===== config.mk =====
export PLATFORM = sky130hd
export DESIGN_NAME = char_lcd_nibble_sequencer_unit_flat
export DESIGN_NICKNAME = d
export VERILOG_FILES = /design/src/rtl/lcdns_pkg.sv /design/src/rtl/lcdns_if.sv /design/src/rtl/char_lcd_nibble_sequencer_unit.sv /design/src/rtl/lcdns_front.sv /design/src/rtl/lcdns_queue.sv /design/src/rtl/lcdns_back.sv /design/src/flat_wrapper.sv
export SDC_FILE = /design/constraint.sdc
export NUM_CORES = 1
export LEC_CHECK = 0
export BUFFER_PORTS_ARGS = -buffer_cell sky130_fd_sc_hd__buf_2
export CORE_UTILIZATION = 63
export DETAILED_ROUTE_END_ITERATION = 10
export PLACE_DENSITY = 0.91
export REMOVE_ABC_BUFFERS = 1
export SYNTH_ARGS = -nofsm -noshare
export SYNTH_HDL_FRONTEND = slang
export SYNTH_SLANG_ARGS = --single-unit

===== constraint.sdc =====
create_clock -name clk_i -period 7.3 [get_ports clk_i]
set_clock_uncertainty 0.05 [all_clocks]
set_input_delay 1.46 -clock clk_i [delete_from_list [all_inputs] [get_ports clk_i]]
set_output_delay 1.46 -clock clk_i [all_outputs]
set_load 0.02 [all_outputs]

===== src/rtl/lcdns_pkg.sv =====
// Package for the character LCD nibble sequencer.
// Holds opcodes, register indexes, job and step types and timing constants.
// No dependencies; every other file of the block imports it.
package lcdns_pkg;

  localparam int unsigned CODE_W  = 8;
  localparam int unsigned HOLD_W  = 15;
  localparam int unsigned STEP_W  = 5;
  localparam int unsigned CFG_IDX_W = 3;

  // Timing defaults in microseconds
  localparam int unsigned PULSE_US_DEF     = 200;
  localparam int unsigned LONG_WAIT_US_DEF = 2000;
  localparam int unsigned POWER_UP_US_DEF  = 20000;
  localparam int unsigned SETTLE_US        = 50;
  localparam int unsigned WAKE_FIRST_US    = 5000;
  localparam int unsigned WAKE_SECOND_US   = 100;
  localparam int unsigned HOLD_MAX         = 32767;

  // Step counts and indexes of the init run, and the last cursor row and column
  localparam int unsigned INIT_STEPS     = 25;
  localparam int unsigned WAKE_END_STEP  = 9;
  localparam int unsigned LAST_ROW       = 3;
  localparam int unsigned LAST_COL       = 19;

  // Queue between front and back
  localparam int unsigned QUEUE_AW = 1;

  typedef enum logic [1:0] {
    OP_INIT    = 2'd0,
    OP_COMMAND = 2'd1,
    OP_DATA    = 2'd2,
    OP_CURSOR  = 2'd3
  } opcode_e;

  typedef enum logic [CFG_IDX_W-1:0] {
    CFG_FUNCTION_SET = 3'd0,
    CFG_DISPLAY_CTRL = 3'd1,
    CFG_ENTRY_MODE   = 3'd2,
    CFG_CLEAR        = 3'd3,
    CFG_HOME         = 3'd4
  } cfg_idx_e;

  typedef enum logic [2:0] {
    JOB_INIT  = 3'b001,
    JOB_BYTE  = 3'b010,
    JOB_ERROR = 3'b100
  } job_kind_e;

  typedef struct packed {
    logic [CODE_W-1:0] function_set;
    logic [CODE_W-1:0] display_ctrl;
    logic [CODE_W-1:0] entry_mode;
    logic [CODE_W-1:0] clear;
    logic [CODE_W-1:0] home;
  } cfg_t;

  typedef struct packed {
    job_kind_e         kind;
    logic              rs;
    logic [CODE_W-1:0] code;
    logic              long_wait;
  } job_t;

  typedef struct packed {
    logic              reg_select;
    logic [3:0]        nibble;
    logic              enable;
    logic [HOLD_W-1:0] hold_us;
    logic              last;
    logic              error;
  } step_t;

  // DDRAM base address of each display row
  function automatic logic [CODE_W-1:0] row_base(input logic [1:0] row);
    logic [CODE_W-1:0] base;
    case (row)
      2'd0:    base = 8'h00;
      2'd1:    base = 8'h40;
      2'd2:    base = 8'h14;
      2'd3:    base = 8'h54;
      default: base = 8'h00;
    endcase
    return base;
  endfunction

  // Clamp a hold time to the width of the hold field
  function automatic logic [HOLD_W-1:0] hold_sat(input int unsigned us);
    logic [HOLD_W-1:0] h;
    if (us > HOLD_MAX) begin
      h = HOLD_W'(HOLD_MAX);
    end else begin
      h = HOLD_W'(us);
    end
    return h;
  endfunction

endpackage


===== src/rtl/lcdns_if.sv =====
// Handshake interfaces of the character LCD nibble sequencer.
// lcdns_req_if carries requests, lcdns_step_if carries pin steps.
// Depends on lcdns_pkg for field widths.
interface lcdns_req_if;
  import lcdns_pkg::*;
  logic                 valid;
  logic                 ready;
  logic [1:0]           opcode;
  logic [CODE_W-1:0]    value;
  logic [2:0]           row;
  logic [4:0]           col;

  modport source (output valid, opcode, value, row, col, input ready);
  modport sink   (input valid, opcode, value, row, col, output ready);
endinterface

interface lcdns_step_if;
  import lcdns_pkg::*;
  logic              valid;
  logic              ready;
  logic              reg_select;
  logic [3:0]        nibble;
  logic              enable;
  logic [HOLD_W-1:0] hold_us;
  logic              last;
  logic              error;

  modport source (output valid, reg_select, nibble, enable, hold_us, last, error,
                  input ready);
  modport sink   (input valid, reg_select, nibble, enable, hold_us, last, error,
                  output ready);
endinterface


===== src/rtl/char_lcd_nibble_sequencer_unit.sv =====
// Top level of the character LCD nibble sequencer.
// Holds the configuration registers and joins front end, job queue and back end.
// Depends on lcdns_pkg, lcdns_if, lcdns_front, lcdns_queue and lcdns_back.
//
// Usage:
//   req_i is a valid/ready channel of requests: init, command byte, character
//   byte or set cursor (row, col). step_o is a valid/ready channel of pin steps
//   (reg_select, nibble, enable, hold_us) with last on the final step of each
//   request's run and error on the single result of an out-of-range cursor.
//   cfg_we_i/cfg_idx_i/cfg_data_i write the five command codes; write them
//   only while no request is in flight.
// Timing:
//   A request is taken into a two-entry job queue at the edge it is accepted;
//   its first step reaches step_o through the queue and the output step register.
//   Steps leave at one per cycle while step_o is not stalled, limited by
//   the single output step register: an init run has 25 steps, a command,
//   character or cursor request 4, a cursor error 1. Requests are taken
//   while the queue has room, also when step_o is stalled.
// Reset:
//   Clears the queue, the step counter and the output valid, sets the codes
//   to their defaults and the cursor address to zero. When step_o stalls the
//   current step holds and the back end stops; the queue then fills and
//   req_i.ready falls.
module char_lcd_nibble_sequencer_unit #(
  parameter int unsigned PULSE_US     = lcdns_pkg::PULSE_US_DEF,
  parameter int unsigned LONG_WAIT_US = lcdns_pkg::LONG_WAIT_US_DEF,
  parameter int unsigned POWER_UP_US  = lcdns_pkg::POWER_UP_US_DEF
) (
  input  logic                                 clk_i,
  input  logic                                 rst_ni,
  lcdns_req_if.sink                            req_i,
  lcdns_step_if.source                         step_o,
  input  logic                                 cfg_we_i,
  input  logic [lcdns_pkg::CFG_IDX_W-1:0]      cfg_idx_i,
  input  logic [lcdns_pkg::CODE_W-1:0]         cfg_data_i
);
  import lcdns_pkg::*;

  cfg_t cfg_q;
  job_t push_job, head_job;
  logic push, pop, full, empty;

  // Write the command code registers
  always_ff @(posedge clk_i or negedge rst_ni) begin
    if (!rst_ni) begin
      cfg_q.function_set <= 8'h28;
      cfg_q.display_ctrl <= 8'h0E;
      cfg_q.entry_mode   <= 8'h06;
      cfg_q.clear        <= 8'h01;
      cfg_q.home         <= 8'h02;
    end else if (cfg_we_i) begin
      case (cfg_idx_e'(cfg_idx_i))
        CFG_FUNCTION_SET: cfg_q.function_set <= cfg_data_i;
        CFG_DISPLAY_CTRL: cfg_q.display_ctrl <= cfg_data_i;
        CFG_ENTRY_MODE:   cfg_q.entry_mode   <= cfg_data_i;
        CFG_CLEAR:        cfg_q.clear        <= cfg_data_i;
        CFG_HOME:         cfg_q.home         <= cfg_data_i;
        default: begin
        end
      endcase
    end
  end

  lcdns_front u_front (
    .clk_i  (clk_i),
    .rst_ni (rst_ni),
    .req    (req_i),
    .cfg_i  (cfg_q),
    .full_i (full),
    .push_o (push),
    .job_o  (push_job)
  );

  lcdns_queue u_queue (
    .clk_i   (clk_i),
    .rst_ni  (rst_ni),
    .push_i  (push),
    .job_i   (push_job),
    .pop_i   (pop),
    .full_o  (full),
    .empty_o (empty),
    .job_o   (head_job)
  );

  lcdns_back #(
    .PULSE_US     (PULSE_US),
    .LONG_WAIT_US (LONG_WAIT_US),
    .POWER_UP_US  (POWER_UP_US)
  ) u_back (
    .clk_i   (clk_i),
    .rst_ni  (rst_ni),
    .cfg_i   (cfg_q),
    .empty_i (empty),
    .job_i   (head_job),
    .pop_o   (pop),
    .step    (step_o)
  );

endmodule


===== src/rtl/lcdns_front.sv =====
// Front end: accepts requests, classifies them into jobs, tracks the cursor.
// Pushes one job per accepted word into the job queue.
// Depends on lcdns_pkg and lcdns_req_if.
module lcdns_front (
  input  logic              clk_i,
  input  logic              rst_ni,
  lcdns_req_if.sink         req,
  input  lcdns_pkg::cfg_t   cfg_i,
  input  logic              full_i,
  output logic              push_o,
  output lcdns_pkg::job_t   job_o
);
  import lcdns_pkg::*;

  logic [CODE_W-1:0] cursor_q, cursor_d;
  logic [CODE_W-1:0] ddram_cmd;
  logic              in_range;
  logic              accept;

  assign req.ready = !full_i;
  assign accept    = req.valid && !full_i;
  assign push_o    = accept;

  // Work out the set-address command and range check
  assign in_range  = (req.row <= 3'(LAST_ROW)) && (req.col <= 5'(LAST_COL));
  assign ddram_cmd = 8'h80 | (CODE_W'(req.col) + row_base(req.row[1:0]));

  // Classify the request
  always_comb begin
    job_o.kind      = JOB_BYTE;
    job_o.rs        = 1'b0;
    job_o.code      = req.value;
    job_o.long_wait = 1'b0;
    cursor_d        = cursor_q;
    case (opcode_e'(req.opcode))
      OP_INIT: begin
        job_o.kind = JOB_INIT;
      end
      OP_COMMAND: begin
        job_o.long_wait = (req.value == cfg_i.clear) || (req.value == cfg_i.home);
      end
      OP_DATA: begin
        job_o.rs = 1'b1;
      end
      OP_CURSOR: begin
        if (in_range) begin
          job_o.code = ddram_cmd;
          cursor_d   = ddram_cmd;
        end else begin
          job_o.kind = JOB_ERROR;
        end
      end
      default: begin
        job_o.kind = JOB_ERROR;
      end
    endcase
  end

  // Hold the last address command sent
  always_ff @(posedge clk_i or negedge rst_ni) begin
    if (!rst_ni) begin
      cursor_q <= '0;
    end else if (accept) begin
      cursor_q <= cursor_d;
    end
  end

endmodule


===== src/rtl/lcdns_queue.sv =====
// Short job queue between front and back end.
// Register-based FIFO of 2**QUEUE_AW entries; depends on lcdns_pkg.
module lcdns_queue (
  input  logic            clk_i,
  input  logic            rst_ni,
  input  logic            push_i,
  input  lcdns_pkg::job_t job_i,
  input  logic            pop_i,
  output logic            full_o,
  output logic            empty_o,
  output lcdns_pkg::job_t job_o
);
  import lcdns_pkg::*;

  localparam int unsigned DEPTH = 2 ** QUEUE_AW;

  job_t                mem_q [DEPTH];
  logic [QUEUE_AW-1:0] wr_ptr_q, rd_ptr_q;
  logic [QUEUE_AW:0]   count_q, count_d;

  assign full_o  = (count_q == (QUEUE_AW+1)'(DEPTH));
  assign empty_o = (count_q == '0);
  assign job_o   = mem_q[rd_ptr_q];

  always_comb begin
    count_d = count_q;
    if (push_i && !pop_i) begin
      count_d = count_q + 1'b1;
    end else if (pop_i && !push_i) begin
      count_d = count_q - 1'b1;
    end
  end

  // Advance pointers and count
  always_ff @(posedge clk_i or negedge rst_ni) begin
    if (!rst_ni) begin
      wr_ptr_q <= '0;
      rd_ptr_q <= '0;
      count_q  <= '0;
    end else begin
      count_q <= count_d;
      if (push_i) begin
        wr_ptr_q <= wr_ptr_q + 1'b1;
      end
      if (pop_i) begin
        rd_ptr_q <= rd_ptr_q + 1'b1;
      end
    end
  end

  // Store job payload
  always_ff @(posedge clk_i) begin
    if (push_i) begin
      mem_q[wr_ptr_q] <= job_i;
    end
  end

endmodule


===== src/rtl/lcdns_back.sv =====
// Back end: plays the head job of the queue as a run of timed pin steps.
// One step per unstalled cycle, registered; depends on lcdns_pkg, lcdns_step_if.
module lcdns_back #(
  parameter int unsigned PULSE_US     = lcdns_pkg::PULSE_US_DEF,
  parameter int unsigned LONG_WAIT_US = lcdns_pkg::LONG_WAIT_US_DEF,
  parameter int unsigned POWER_UP_US  = lcdns_pkg::POWER_UP_US_DEF
) (
  input  logic            clk_i,
  input  logic            rst_ni,
  input  lcdns_pkg::cfg_t cfg_i,
  input  logic            empty_i,
  input  lcdns_pkg::job_t job_i,
  output logic            pop_o,
  lcdns_step_if.source    step
);
  import lcdns_pkg::*;

  localparam logic [HOLD_W-1:0] PulseHold  = hold_sat(PULSE_US);
  localparam logic [HOLD_W-1:0] LongHold   = hold_sat(LONG_WAIT_US);
  localparam logic [HOLD_W-1:0] PowerHold  = hold_sat(POWER_UP_US);
  localparam logic [HOLD_W-1:0] SettleHold = hold_sat(SETTLE_US);
  localparam logic [HOLD_W-1:0] WakeHold1  = hold_sat(WAKE_FIRST_US);
  localparam logic [HOLD_W-1:0] WakeHold2  = hold_sat(WAKE_SECOND_US);

  logic [STEP_W-1:0] count_q, count_d;
  logic              out_valid_q, out_valid_d;
  step_t             out_q, out_d;
  step_t             cur;
  logic              advance;
  logic [STEP_W-1:0] wake_idx, cmd_idx;
  logic [1:0]        sub;
  logic [CODE_W-1:0] code;
  logic              long_wait;
  logic [CODE_W-1:0] init_code;
  logic              use_byte;

  assign advance = !out_valid_q || step.ready;

  assign wake_idx = count_q - STEP_W'(1);
  assign cmd_idx  = count_q - STEP_W'(WAKE_END_STEP);

  // Pick the init command for this position
  always_comb begin
    case (cmd_idx[3:2])
      2'd0:    init_code = cfg_i.function_set;
      2'd1:    init_code = cfg_i.display_ctrl;
      2'd2:    init_code = cfg_i.entry_mode;
      2'd3:    init_code = cfg_i.clear;
      default: init_code = cfg_i.clear;
    endcase
  end

  // Build the step for the head job
  always_comb begin
    cur       = '0;
    use_byte  = 1'b0;
    sub       = count_q[1:0];
    code      = job_i.code;
    long_wait = job_i.long_wait;
    case (job_i.kind)
      JOB_BYTE: begin
        use_byte = 1'b1;
        cur.last = (count_q[1:0] == 2'd3);
      end
      JOB_INIT: begin
        cur.last = (count_q == STEP_W'(INIT_STEPS - 1));
        if (count_q == '0) begin
          cur.hold_us = PowerHold;
        end else if (count_q < STEP_W'(WAKE_END_STEP)) begin
          // Wake-up nibbles 3, 3, 3, 2
          cur.nibble = (wake_idx[2:1] == 2'd3) ? 4'h2 : 4'h3;
          cur.enable = !wake_idx[0];
          if (!wake_idx[0]) begin
            cur.hold_us = PulseHold;
          end else begin
            case (wake_idx[2:1])
              2'd0:    cur.hold_us = WakeHold1;
              2'd1:    cur.hold_us = WakeHold2;
              default: cur.hold_us = '0;
            endcase
          end
        end else begin
          use_byte  = 1'b1;
          sub       = cmd_idx[1:0];
          code      = init_code;
          long_wait = (init_code == cfg_i.clear) || (init_code == cfg_i.home);
        end
      end
      JOB_ERROR: begin
        cur.last  = 1'b1;
        cur.error = 1'b1;
      end
      default: begin
        cur.last  = 1'b1;
        cur.error = 1'b1;
      end
    endcase
    // Byte as high then low nibble, each pulse then gap
    if (use_byte) begin
      cur.reg_select = job_i.rs;
      cur.nibble     = sub[1] ? code[3:0] : code[7:4];
      cur.enable     = !sub[0];
      if (!sub[0]) begin
        cur.hold_us = PulseHold;
      end else if (sub[1]) begin
        cur.hold_us = long_wait ? LongHold : SettleHold;
      end else begin
        cur.hold_us = '0;
      end
    end
  end

  // Advance through the run while the output register can take a step
  always_comb begin
    count_d     = count_q;
    out_valid_d = out_valid_q;
    out_d       = out_q;
    pop_o       = 1'b0;
    if (advance) begin
      out_valid_d = !empty_i;
      if (!empty_i) begin
        out_d = cur;
        if (cur.last) begin
          count_d = '0;
          pop_o   = 1'b1;
        end else begin
          count_d = count_q + 1'b1;
        end
      end
    end
  end

  always_ff @(posedge clk_i or negedge rst_ni) begin
    if (!rst_ni) begin
      count_q     <= '0;
      out_valid_q <= 1'b0;
    end else begin
      count_q     <= count_d;
      out_valid_q <= out_valid_d;
    end
  end

  always_ff @(posedge clk_i) begin
    out_q <= out_d;
  end

  // Drive the step channel
  assign step.valid      = out_valid_q;
  assign step.reg_select = out_q.reg_select;
  assign step.nibble     = out_q.nibble;
  assign step.enable     = out_q.enable;
  assign step.hold_us    = out_q.hold_us;
  assign step.last       = out_q.last;
  assign step.error      = out_q.error;

endmodule


===== src/flat_wrapper.sv =====
// flat-port wrapper written by rule: the top's interface ports become plain ports
module char_lcd_nibble_sequencer_unit_flat import lcdns_pkg::*;
#(
  parameter int unsigned PULSE_US     = lcdns_pkg::PULSE_US_DEF,
  parameter int unsigned LONG_WAIT_US = lcdns_pkg::LONG_WAIT_US_DEF,
  parameter int unsigned POWER_UP_US  = lcdns_pkg::POWER_UP_US_DEF
)
  (clk_i, rst_ni, cfg_we_i, cfg_idx_i, cfg_data_i, req_i_valid, req_i_opcode, req_i_value, req_i_row, req_i_col, req_i_ready, step_o_valid, step_o_reg_select, step_o_nibble, step_o_enable, step_o_hold_us, step_o_last, step_o_error, step_o_ready);
  lcdns_req_if req_i_i ();
  lcdns_step_if step_o_i ();
  input  logic clk_i;
  input  logic rst_ni;
  input  logic cfg_we_i;
  input  logic [lcdns_pkg::CFG_IDX_W-1:0] cfg_idx_i;
  input  logic [lcdns_pkg::CODE_W-1:0] cfg_data_i;
  input wire logic [$bits(req_i_i.valid)-1:0] req_i_valid;
  input wire logic [$bits(req_i_i.opcode)-1:0] req_i_opcode;
  input wire logic [$bits(req_i_i.value)-1:0] req_i_value;
  input wire logic [$bits(req_i_i.row)-1:0] req_i_row;
  input wire logic [$bits(req_i_i.col)-1:0] req_i_col;
  output wire logic [$bits(req_i_i.ready)-1:0] req_i_ready;
  output wire logic [$bits(step_o_i.valid)-1:0] step_o_valid;
  output wire logic [$bits(step_o_i.reg_select)-1:0] step_o_reg_select;
  output wire logic [$bits(step_o_i.nibble)-1:0] step_o_nibble;
  output wire logic [$bits(step_o_i.enable)-1:0] step_o_enable;
  output wire logic [$bits(step_o_i.hold_us)-1:0] step_o_hold_us;
  output wire logic [$bits(step_o_i.last)-1:0] step_o_last;
  output wire logic [$bits(step_o_i.error)-1:0] step_o_error;
  input wire logic [$bits(step_o_i.ready)-1:0] step_o_ready;
  assign req_i_i.valid = req_i_valid;
  assign req_i_i.opcode = req_i_opcode;
  assign req_i_i.value = req_i_value;
  assign req_i_i.row = req_i_row;
  assign req_i_i.col = req_i_col;
  assign req_i_ready = req_i_i.ready;
  assign step_o_valid = step_o_i.valid;
  assign step_o_reg_select = step_o_i.reg_select;
  assign step_o_nibble = step_o_i.nibble;
  assign step_o_enable = step_o_i.enable;
  assign step_o_hold_us = step_o_i.hold_us;
  assign step_o_last = step_o_i.last;
  assign step_o_error = step_o_i.error;
  assign step_o_i.ready = step_o_ready;
  char_lcd_nibble_sequencer_unit #(.PULSE_US(PULSE_US), .LONG_WAIT_US(LONG_WAIT_US), .POWER_UP_US(POWER_UP_US)) u_core (.clk_i(clk_i), .rst_ni(rst_ni), .req_i(req_i_i), .step_o(step_o_i), .cfg_we_i(cfg_we_i), .cfg_idx_i(cfg_idx_i), .cfg_data_i(cfg_data_i));
endmodule

Word-level counts from Yosys, hierarchy flattened
Memory sizes are Yosys's and may differ from the RTL's. Index checks and enable logic that the tools add are counted.

Register bits: 73. RAM bits: 26. Input port bits: 34. Output and inout port bits: 25. Word-level logic and storage cells: 124. Memories: 1.

Add/subtract/negate cells: 8. Order comparisons: 3. Eq/ne operators: 24. Mux-type cells: 42. Bitwise gates (word level): 1. Reduce and logical (&&, ||, !) cells: 29.

Memories: u_core.u_queue.mem_q (depth 2, bits a word 13, rd ports 1, clocked after memory_dff 0, wr ports 1, RTL line lcdns_queue.sv:17) `job_t mem_q [DEPTH];`.

Operators by type and width (count): two-way mux 20 bit (2); two-way mux 8 bit (5); two-way mux 11 bit (3); == test 8 bit (4); case mux 8 bit (4 select lines) (1); two-way mux 15 bit (2); case mux 7 bit (4 select lines) (1); case mux 13 bit (2 select lines) (1); == test 2 bit (second input constant) (9); two-way mux 18 bit (1); two-way mux 1 bit (14); AND reduction 2 bit (6); zero test 2 bit (5); two-way mux 2 bit (5); == test 3 x 2 -> 1 bit (second input constant) (3); == test 2 x 1 -> 1 bit (second input constant) (4); adder 5 x 7 -> 7 bit (1); zero test 1 bit (7); == test 3 x 1 -> 1 bit (second input constant) (2); two-way mux 3 bit (2); case mux 3 bit (2 select lines) (1); adder 5 x 1 -> 5 bit (second input constant) (1); == test 5 bit (second input constant) (1); <= comparator 5 bit (second input constant) (1); 18 further kinds (25).

Longest topological paths before layout
Gate-level depths: netlist of the first run.

Depth in word-level cells: 12. Depth in mapped cells: 13. Mapped depth without buffers: 10.

Hierarchy
From an unflattened synthesis of the first run, not the netlist that was laid out.

Cells, all modules: 402. Area, all modules: 5113.7 um2.

By module, submodules not included: lcdns_back (instances 1, cells an instance 210, area an instance 2073.2 um2, seq. area each 750.7 um2); char_lcd_nibble_sequencer_unit (instances 1, cells an instance 88, area an instance 1540.2 um2, seq. area each 1012.2 um2); lcdns_queue (instances 1, cells an instance 56, area an instance 1124.8 um2, seq. area each 880.8 um2); lcdns_front (instances 1, cells an instance 48, area an instance 375.4 um2, seq. area each 0.0 um2).

Least setup slack after synthesis of the first run
OpenSTA, ideal clock, no wires.

Path kind: flip-flop to flip-flop. Start point: reg u_core.u_back.count_q[0]. End point: reg u_core.u_back.out_q, in the netlist u_core.u_back.step.hold_us[5] (data pin). Setup time: 254 ps. Data arrival time: 2849 ps. Required time: 6996 ps. Setup slack: 4147 ps. Stages on the path, launching flop included: 14. Buffers on the path: 3. Clock period less this slack: 3153 ps. Cells stage by stage: dfrtp_1 -> buf_2 -> inv_1 -> ha_1 -> buf_2 -> xor2_1 -> buf_2 -> mux2i_1 -> mux2i_1 -> a211oi_1 -> o221ai_1 -> nor4_2 -> a21oi_2 -> a21o_1.

RTL lines: from (decl) (RTL line lcdns_back.sv:25) `logic [STEP_W-1:0] count_q, count_d;`; from (signal assigned) (RTL line lcdns_back.sv:138) `count_q <= count_d;`; to (signal assigned) (RTL line lcdns_back.sv:144) `out_q <= out_d;`; to (decl) (RTL line lcdns_back.sv:27) `step_t out_q, out_d;`.

==> impl_metrics.tcl, run 1 <==
set metrics [dict create \
    endpoint_kind "register" \
    p_sw_w 0.000966 \
    place.gp.congestion 0.925 \
    diodes 0 \
    numCtsBuffers 9 \
    vdd_drop_max_v 0.000215 \
    yosys_register_bits 96 \
    drtIter0Drc 236 \
    synth-edff-count 46 \
    p_comb_share_pct 44.7 \
    die_y_um 93.6 \
    cts-resized-gates 0 \
    remaining_drc_errors 0 \
    cp_data_required_time_ns 7.35 \
    p_int_w 0.00129 \
    critical_path.n_buffers_inverters 1 \
    crit_slowest_cell "xor2_1" \
    setup_viol_count_final 0 \
    die_area_um2 8760 \
    min_from "u_core.u_queue.wr_ptr_q$_DFFE_PN0P_" \
    period_minus_slack_ns 4.23 \
    seq_area_um2 2640 \
    cts_root_buf "clkbuf_8" \
    holdPathEnd "u_core.u_queue.wr_ptr_q$_DFFE_PN0P_" \
    tns_ns 0 \
    hold_path.class "reg2reg" \
    post-route-util_pct 71.0 \
    muxShareOfSynthArea_pct 12.1 \
    row_count 33 \
    routed-via-count 3997 \
    initial_core_util_pct 64.6 \
    cap_violations 0 \
    yosysSeqAreaShare_pct 50.0 \
    die_w_um 93.6 \
    fill_cells 588 \
    core_area_um2 8180 \
    critPathMaxStageDelay_ns 0.90 \
    min_delay_path_depth 1 \
    nets 560 \
    period_share_pct 58.0 \
    antenna_found_initial 0 \
    timing.rr.start "u_core.u_back.count_q[0]$_DFFE_PN0P_" \
    hpwl_um 8980 \
    rsz0062_at_grt "false" \
    fmax_ghz 0.236 \
    grt_max_degree 51 \
    grt_pass1_wl_um 19000 \
    vias_per_cell 6.36 \
    synth_cells 470 \
    clkTransAtPathRegs_ns 0.11 \
    clockBufferDepth 2 \
    p_clk_share_pct 15.6 \
    cts_hold_buf 0 \
    synth_adder_area_share_pct 1.89 \
    yosysUniqueCellTypes 69 \
    multi_input_area_um2 2450 \
    drt-pass1-iter-count 5 \
    cts_setup_buffers 0 \
    syn-cell-area_um2 5280 \
    clock_latency_ns 0.37 \
    path_class "reg2reg" \
    pin_count 59 \
    worst_pin_slew_ns 1.11 \
    finalHoldViolCount 0 \
    r2r_cells 10 \
    synth_flop_cell "edfxtp_1" \
    area_growth_pct 9.90 \
    layout-drive-gt1-share_pct 26.0 \
    clock_sinks 96 \
    reg2reg_setup_slack_ns 3.07 \
    leakagePower_nw 2.33 \
    arrival_ns 4.28 \
    synth_xor_xnor_area_share_pct 6.13 \
    path_cells "inv_1 -> ha_1 -> xor2_1 -> a2111oi_0 -> a221oi_1 -> o32ai_1 -> o2111a_1 -> a41o_1 -> a21oi_2 -> o22ai_1" \
    grt_pass1_vias 3862 \
    totalWireLength_um 12000 \
    ctsHtreeMaxLevel 3 \
    power.density_nw_per_um2 389 \
    grt_usage_pct 29.2 \
    slew_headroom_pct 25.7 \
    synth_compound_gate_area_share_pct 13.9 \
    status "completed" \
    cpLargestDelayFamily "compound AO/OA/AOI/OAI gates" \
    ant_nets 0 \
    avgSynthCellArea_um2 11.2 \
    cp-start-kind "register" \
    reg2reg_to "u_core.u_back.step.hold_us[10]$_DFFE_PP_" \
    wl_per_cell_um 19.1 \
    path_max_fanout 17 \
    slew_viol_final 0 \
    p_seq_share_pct 39.7 \
    synth_simple_gate_area_share_pct 12.3 \
    synth_top_family_by_area "compound AO/OA/AOI/OAI gates" \
    cts_tree "yes" \
    synth-async-reset-ratio_pct 52.1 \
    ys_warn_count 0 \
    port_buffers 56 \
    sw_frac_of_total_pct 42.8 \
    grt-ovfl-total 0 \
]
==> state kept, by name (all words and copies together), names as in the netlist <==
register and count:
u_core.u_back.step.nibble 4, u_core.u_back.step.reg_select 1, u_core.u_back.step.hold_us 12, u_core.u_back.step.last 1, u_core.u_back.count_q 5, u_core.u_queue.count_q 2
u_core.u_queue.mem_q 26, u_core.u_queue.rd_ptr_q 1, u_core.u_back.step.valid 1, u_core.u_queue.wr_ptr_q 1, u_core.u_back.step.error 1, u_core.u_back.step.enable 1
u_core.cfg_q 40
==> cell type report <==
cell class                      count  area share (%)
Sequential cell                    96            45.5
Multi-Input combinational cell    332            42.3
Timing Repair Buffer               58            5.09
Inverter                           21            1.36
Clock buffer                        9            2.13
Tap cell                          105            2.26
Clock inverter                      7            1.36
==> cells in the mapped netlist (3+ instances only) <==
cell,n,area (µm²)
and3_1,4,25.0
a31oi_1,4,25.0
buf_4,3,22.5
inv_1,21,78.8
nor2b_1,9,56.3
mux4_2,5,113
clkbuf_1,10,37.5
o22ai_1,5,31.3
o211ai_1,3,22.5
xor2_1,23,201
edfxtp_1,46,1380
nand2b_1,12,75.1
a211oi_1,6,45.0
nand2_1,31,116
o31a_1,3,26.3
nand3_1,10,50.1
or3_1,3,18.8
mux2i_1,11,110
a22oi_1,3,22.5
mux2_2,37,417
nor3_1,6,30.0
ha_1,8,100
xnor2_1,14,123
nor2_1,22,82.6
o31ai_1,7,52.6
buf_2,7,35.0
o21ai_0,34,170
dfstp_2,9,236
nor4_1,6,37.5
a21oi_1,18,90.1
dfrtp_1,41,1030
==> per-stage QoR <==
stage	cell area (µm²)	setup WS [ns]	instances	total power, W	hold slack, ns
floorplan	5180	3.90	449	0.00161	0.411
global placement	5600	3.49	612	0.00185	0.423
detailed placement	5600	3.22	612	0.00190	0.434
CTS	5810	3.20	628	0.00224	0.452
global route	5810	2.80	628	0.00238	0.469
finish	5810	3.07	628	0.00226	0.452
==> how the worst max path moves through the flow <==
| stage | from | to | cells after the start |
|---|---|---|---|
| after floorplan | u_core.u_back.count_q[0]$_DFFE_PN0P_ | u_core.u_back.step.hold_us[5]$_DFFE_PP_ | 10 |
| after global placement | u_core.u_back.count_q[0]$_DFFE_PN0P_ | u_core.u_back.step.hold_us[9]$_DFFE_PP_ | 10 |
| after detailed placement | u_core.u_back.count_q[0]$_DFFE_PN0P_ | u_core.u_back.step.hold_us[10]$_DFFE_PP_ | 10 |
| after CTS | u_core.u_back.count_q[0]$_DFFE_PN0P_ | u_core.u_back.step.hold_us[10]$_DFFE_PP_ | 10 |
| after global routing | u_core.u_back.count_q[0]$_DFFE_PN0P_ | u_core.u_back.step.hold_us[10]$_DFFE_PP_ | 10 |
| final | u_core.u_back.count_q[0]$_DFFE_PN0P_ | u_core.u_back.step.hold_us[10]$_DFFE_PP_ | 10 |
==> power by group through the flow <==
stage,registers (W),logic [W],clock network (W)
after floorplan,0.000923,0.000685,0
after global placement,0.000891,0.000958,0
after detailed placement,0.000904,0.000991,0
after CTS,0.000893,0.000997,0.000355
after global routing,0.000912,0.00109,0.000377
final,0.000895,0.00101,0.000353
==> cells in the final DEF (no fill, tap or decap), drive strengths merged, types with 9 or more instances in the layout <==
| master | n |
|---|---|
| a21oi | 19 |
| buf | 58 |
| clkbuf | 9 |
| dfrtp | 41 |
| dfstp | 9 |
| edfxtp | 46 |
| inv | 26 |
| mux2 | 37 |
| mux2i | 11 |
| nand2 | 31 |
| nand2b | 12 |
| nand3 | 10 |
| nor2 | 24 |
| nor2b | 9 |
| o21ai | 36 |
| xnor2 | 14 |
| xor2 | 23 |
==> routing by layer <==
metal  track usage (%)  vias to the layer above  wire (µm)
met1              36.4                     1949       4690
met2              50.1                      179       6120
li1                  -                     1836          -
met4              12.4                        0        367
met5                 0                        -          0
met3              5.12                       33        845
==> cells by family after synthesis <==
kind of cell,Yosys count
buf+inv,43
mux,53
compound gates,111
simple gates,121
other cells,1
xor+xnor,37
fa+ha+maj,8
flops,96
Power figures use the tool's default switching activity.
==> run 2: changes to the inputs <==
Settings changed: ABC_AREA set to 1, CORE_UTILIZATION 63 to 59, PLACE_DENSITY 0.91 to 0.87.
Clock period 7.3 ns to 4 ns, I/O delays scaled along.
==> run 2 against run 1 <==
Power increased by 86%. Sequential share of layout area grew 1.5 points. Design area down 3.2%. Critical path depth increased by 3. Largest power group unchanged.
==> impl_metrics.tcl, run 2 <==
set metrics [dict create \
    grt_max_degree 51 \
    remaining_drc_errors 0 \
    cp_data_required_time_ns 4.09 \
    fin_ws_ns 1.09 \
    synth_top_area_share_pct 27.2 \
    core_area_um2 8260 \
    power.density_nw_per_um2 745 \
    synth.most_common_cell "nand2_1" \
    row_count 33 \
    totalWireLength_um 12000 \
    period_share_pct 72.7 \
    grt_pass1_vias 4157 \
    synth_area_leaders "edfxtp_1 27%, dfrtp_1 20%, nand2_1 14%" \
    yosysUniqueCellTypes 33 \
    tns_ns 0 \
    yosysSeqAreaShare_pct 52.1 \
    path_class "reg2reg" \
    endpoint_kind "register" \
    ant_nets 0 \
    critPathMaxStageDelay_ns 0.66 \
    finalHoldViolCount 0 \
    cts_setup_buffers 0 \
    nets 696 \
    vdd_drop_max_v 0.000277 \
    fmax_ghz 0.344 \
    slew_viol_final 0 \
    hold_path.class "reg2reg" \
    clkTransAtPathRegs_ns 0.10 \
    largest_reg_flops 40 \
    drt-pass1-iter-count 5 \
    die_y_um 94.8 \
    p_int_w 0.00227 \
    slew_headroom_pct 23.0 \
    drtIter0Drc 308 \
    final_common_cell "nand2_1" \
    cp-start-kind "register" \
    hpwl_um 8780 \
    ys_warn_count 0 \
    finalHoldWorstSlack_ns 0.443 \
    p_sw_w 0.00191 \
    antenna_found_initial 0 \
    cts-resized-gates 0 \
    worst_pin_slew_ns 1.15 \
    die_w_um 94.8 \
    wl_per_cell_um 15.7 \
    grt_pass1_wl_um 19400 \
    rsz0062_at_grt "false" \
    ctsHtreeMaxLevel 3 \
    clockBufferDepth 2 \
    vias_per_cell 5.67 \
    largest_register "u_core.cfg_q" \
    reg2reg_setup_slack_ns 1.09 \
    p_clk_share_pct 15.8 \
    area_growth_pct 10.7 \
    grt_usage_pct 29.1 \
    leakagePower_nw 2.67 \
    layout-drive-gt1-share_pct 17.5 \
    clock_sinks 96 \
    cts_root_buf "clkbuf_8" \
    routed-via-count 4332 \
    numCtsBuffers 9 \
    mostFrequentLayoutCells "190 x nand2_1, 67 x o21ai_0, 64 x inv_1" \
    initial_core_util_pct 61.5 \
    crit_slowest_cell "dfrtp_1" \
    crit_top_cell "inv_2" \
    syn-cell-area_um2 5080 \
    cts_hold_buf 0 \
    avgSynthCellArea_um2 8.46 \
    port_buffers 56 \
    grt-ovfl-total 0 \
    p_seq_share_pct 37.0 \
    diodes 0 \
    synth_common_cells "190 x nand2_1, 67 x o21ai_0, 64 x inv_1" \
    die_area_um2 8980 \
    sw_frac_of_total_pct 45.7 \
    arrival_ns 3.00 \
    pre_cts_slack_ns 1.15 \
    cts_tree "yes" \
    status "completed" \
    setup_viol_count_final 0 \
    post-route-util_pct 68.1 \
    pin_count 59 \
    path_cells "inv_2 -> nand2_1 -> nand2_1 -> nor3_4 -> inv_2 -> nor2_4 -> inv_2 -> nor2_2 -> inv_2 -> nand2_4 -> o21ai_0 -> nand2_1 -> o21ai_0" \
    place.gp.congestion 0.956 \
    synth_flop_cell "edfxtp_1" \
    synth_top_area_cell "edfxtp_1" \
    cap_violations 0 \
    path_max_fanout 14 \
    yosys_register_bits 96 \
    synth-async-reset-ratio_pct 52.1 \
    period_minus_slack_ns 2.91 \
    synth_cells 600 \
    synth-edff-count 46 \
    clock_latency_ns 0.38 \
    p_comb_share_pct 47.2 \
]
run 2: area by class of cell:
cell class | instances | area (µm²)
fillers | 656 | 2640
clock buffers | 9 | 124
multi-input cells | 419 | 2090
clock inverters | 7 | 78.8
inverters | 71 | 267
flip-flops and latches | 96 | 2640
well taps | 105 | 131
repair buffers | 57 | 288
run 2: cells by family after synthesis:
group	share of synthesized area, %
flip-flops	52.1
buffers and inverters	6.90
adder cells (fa/ha/maj)	1.97
other	0.0739
XOR/XNOR	2.76
AO/OA/AOI/OAI	8.68
AND/OR/NAND/NOR	27.3
multiplexers	0.197
run 2: path summary, 6_finish.rpt:
path / from / end / cells past startpoint
worst max-delay path: u_core.u_queue.rd_ptr_q$_DFFE_PN0P_ / u_core.u_back.step.nibble[1]$_DFFE_PP_ / 13
worst min-delay path: u_core.u_queue.count_q[0]$_DFFE_PN0P_ / u_core.u_queue.count_q[0]$_DFFE_PN0P_ / 1
worst max register to register: u_core.u_queue.rd_ptr_q$_DFFE_PN0P_ / u_core.u_back.step.nibble[1]$_DFFE_PP_ / 13
worst min register to register: u_core.u_queue.count_q[0]$_DFFE_PN0P_ / u_core.u_queue.count_q[0]$_DFFE_PN0P_ / 1
max in group asynchronous: rst_ni / u_core.cfg_q[19]$_DFFE_PN0P_ / 1
min in group asynchronous: rst_ni / u_core.u_queue.wr_ptr_q$_DFFE_PN0P_ / 1
run 2: power by group through the flow:
stage                     clock, W  combinational, W  sequential [W]
after floorplan                  0           0.00128         0.00167
after global placement           0           0.00184         0.00156
after detailed placement         0           0.00193         0.00157
after CTS                 0.000662           0.00195         0.00155
after global routing      0.000704           0.00220         0.00158
final                     0.000662           0.00198         0.00155
run 2: metrics by stage:
step                total power [W]  area, µm²  std cells
floorplan                   0.00296       5000        586
global placement            0.00340       5420        748
detailed placement          0.00349       5420        748
CTS                         0.00416       5620        764
global route                0.00448       5620        764
finish                      0.00419       5620        764
run 2: routing by layer:
layer	vias to the layer above	track usage, %	part of all wire (%)
met2	214	48.3	49
met1	2016	35.7	40
met3	44	4.75	6.9
li1	2058	-	-
met4	0	17.6	4.3
met5	-	0	0
run 2: critical path: cells and delay by family (launching register included):
family          cells  cell delay [ns]
buf+inv             4             0.55
compound gates      2             0.21
simple gates        7             1.20
flops               1             0.66
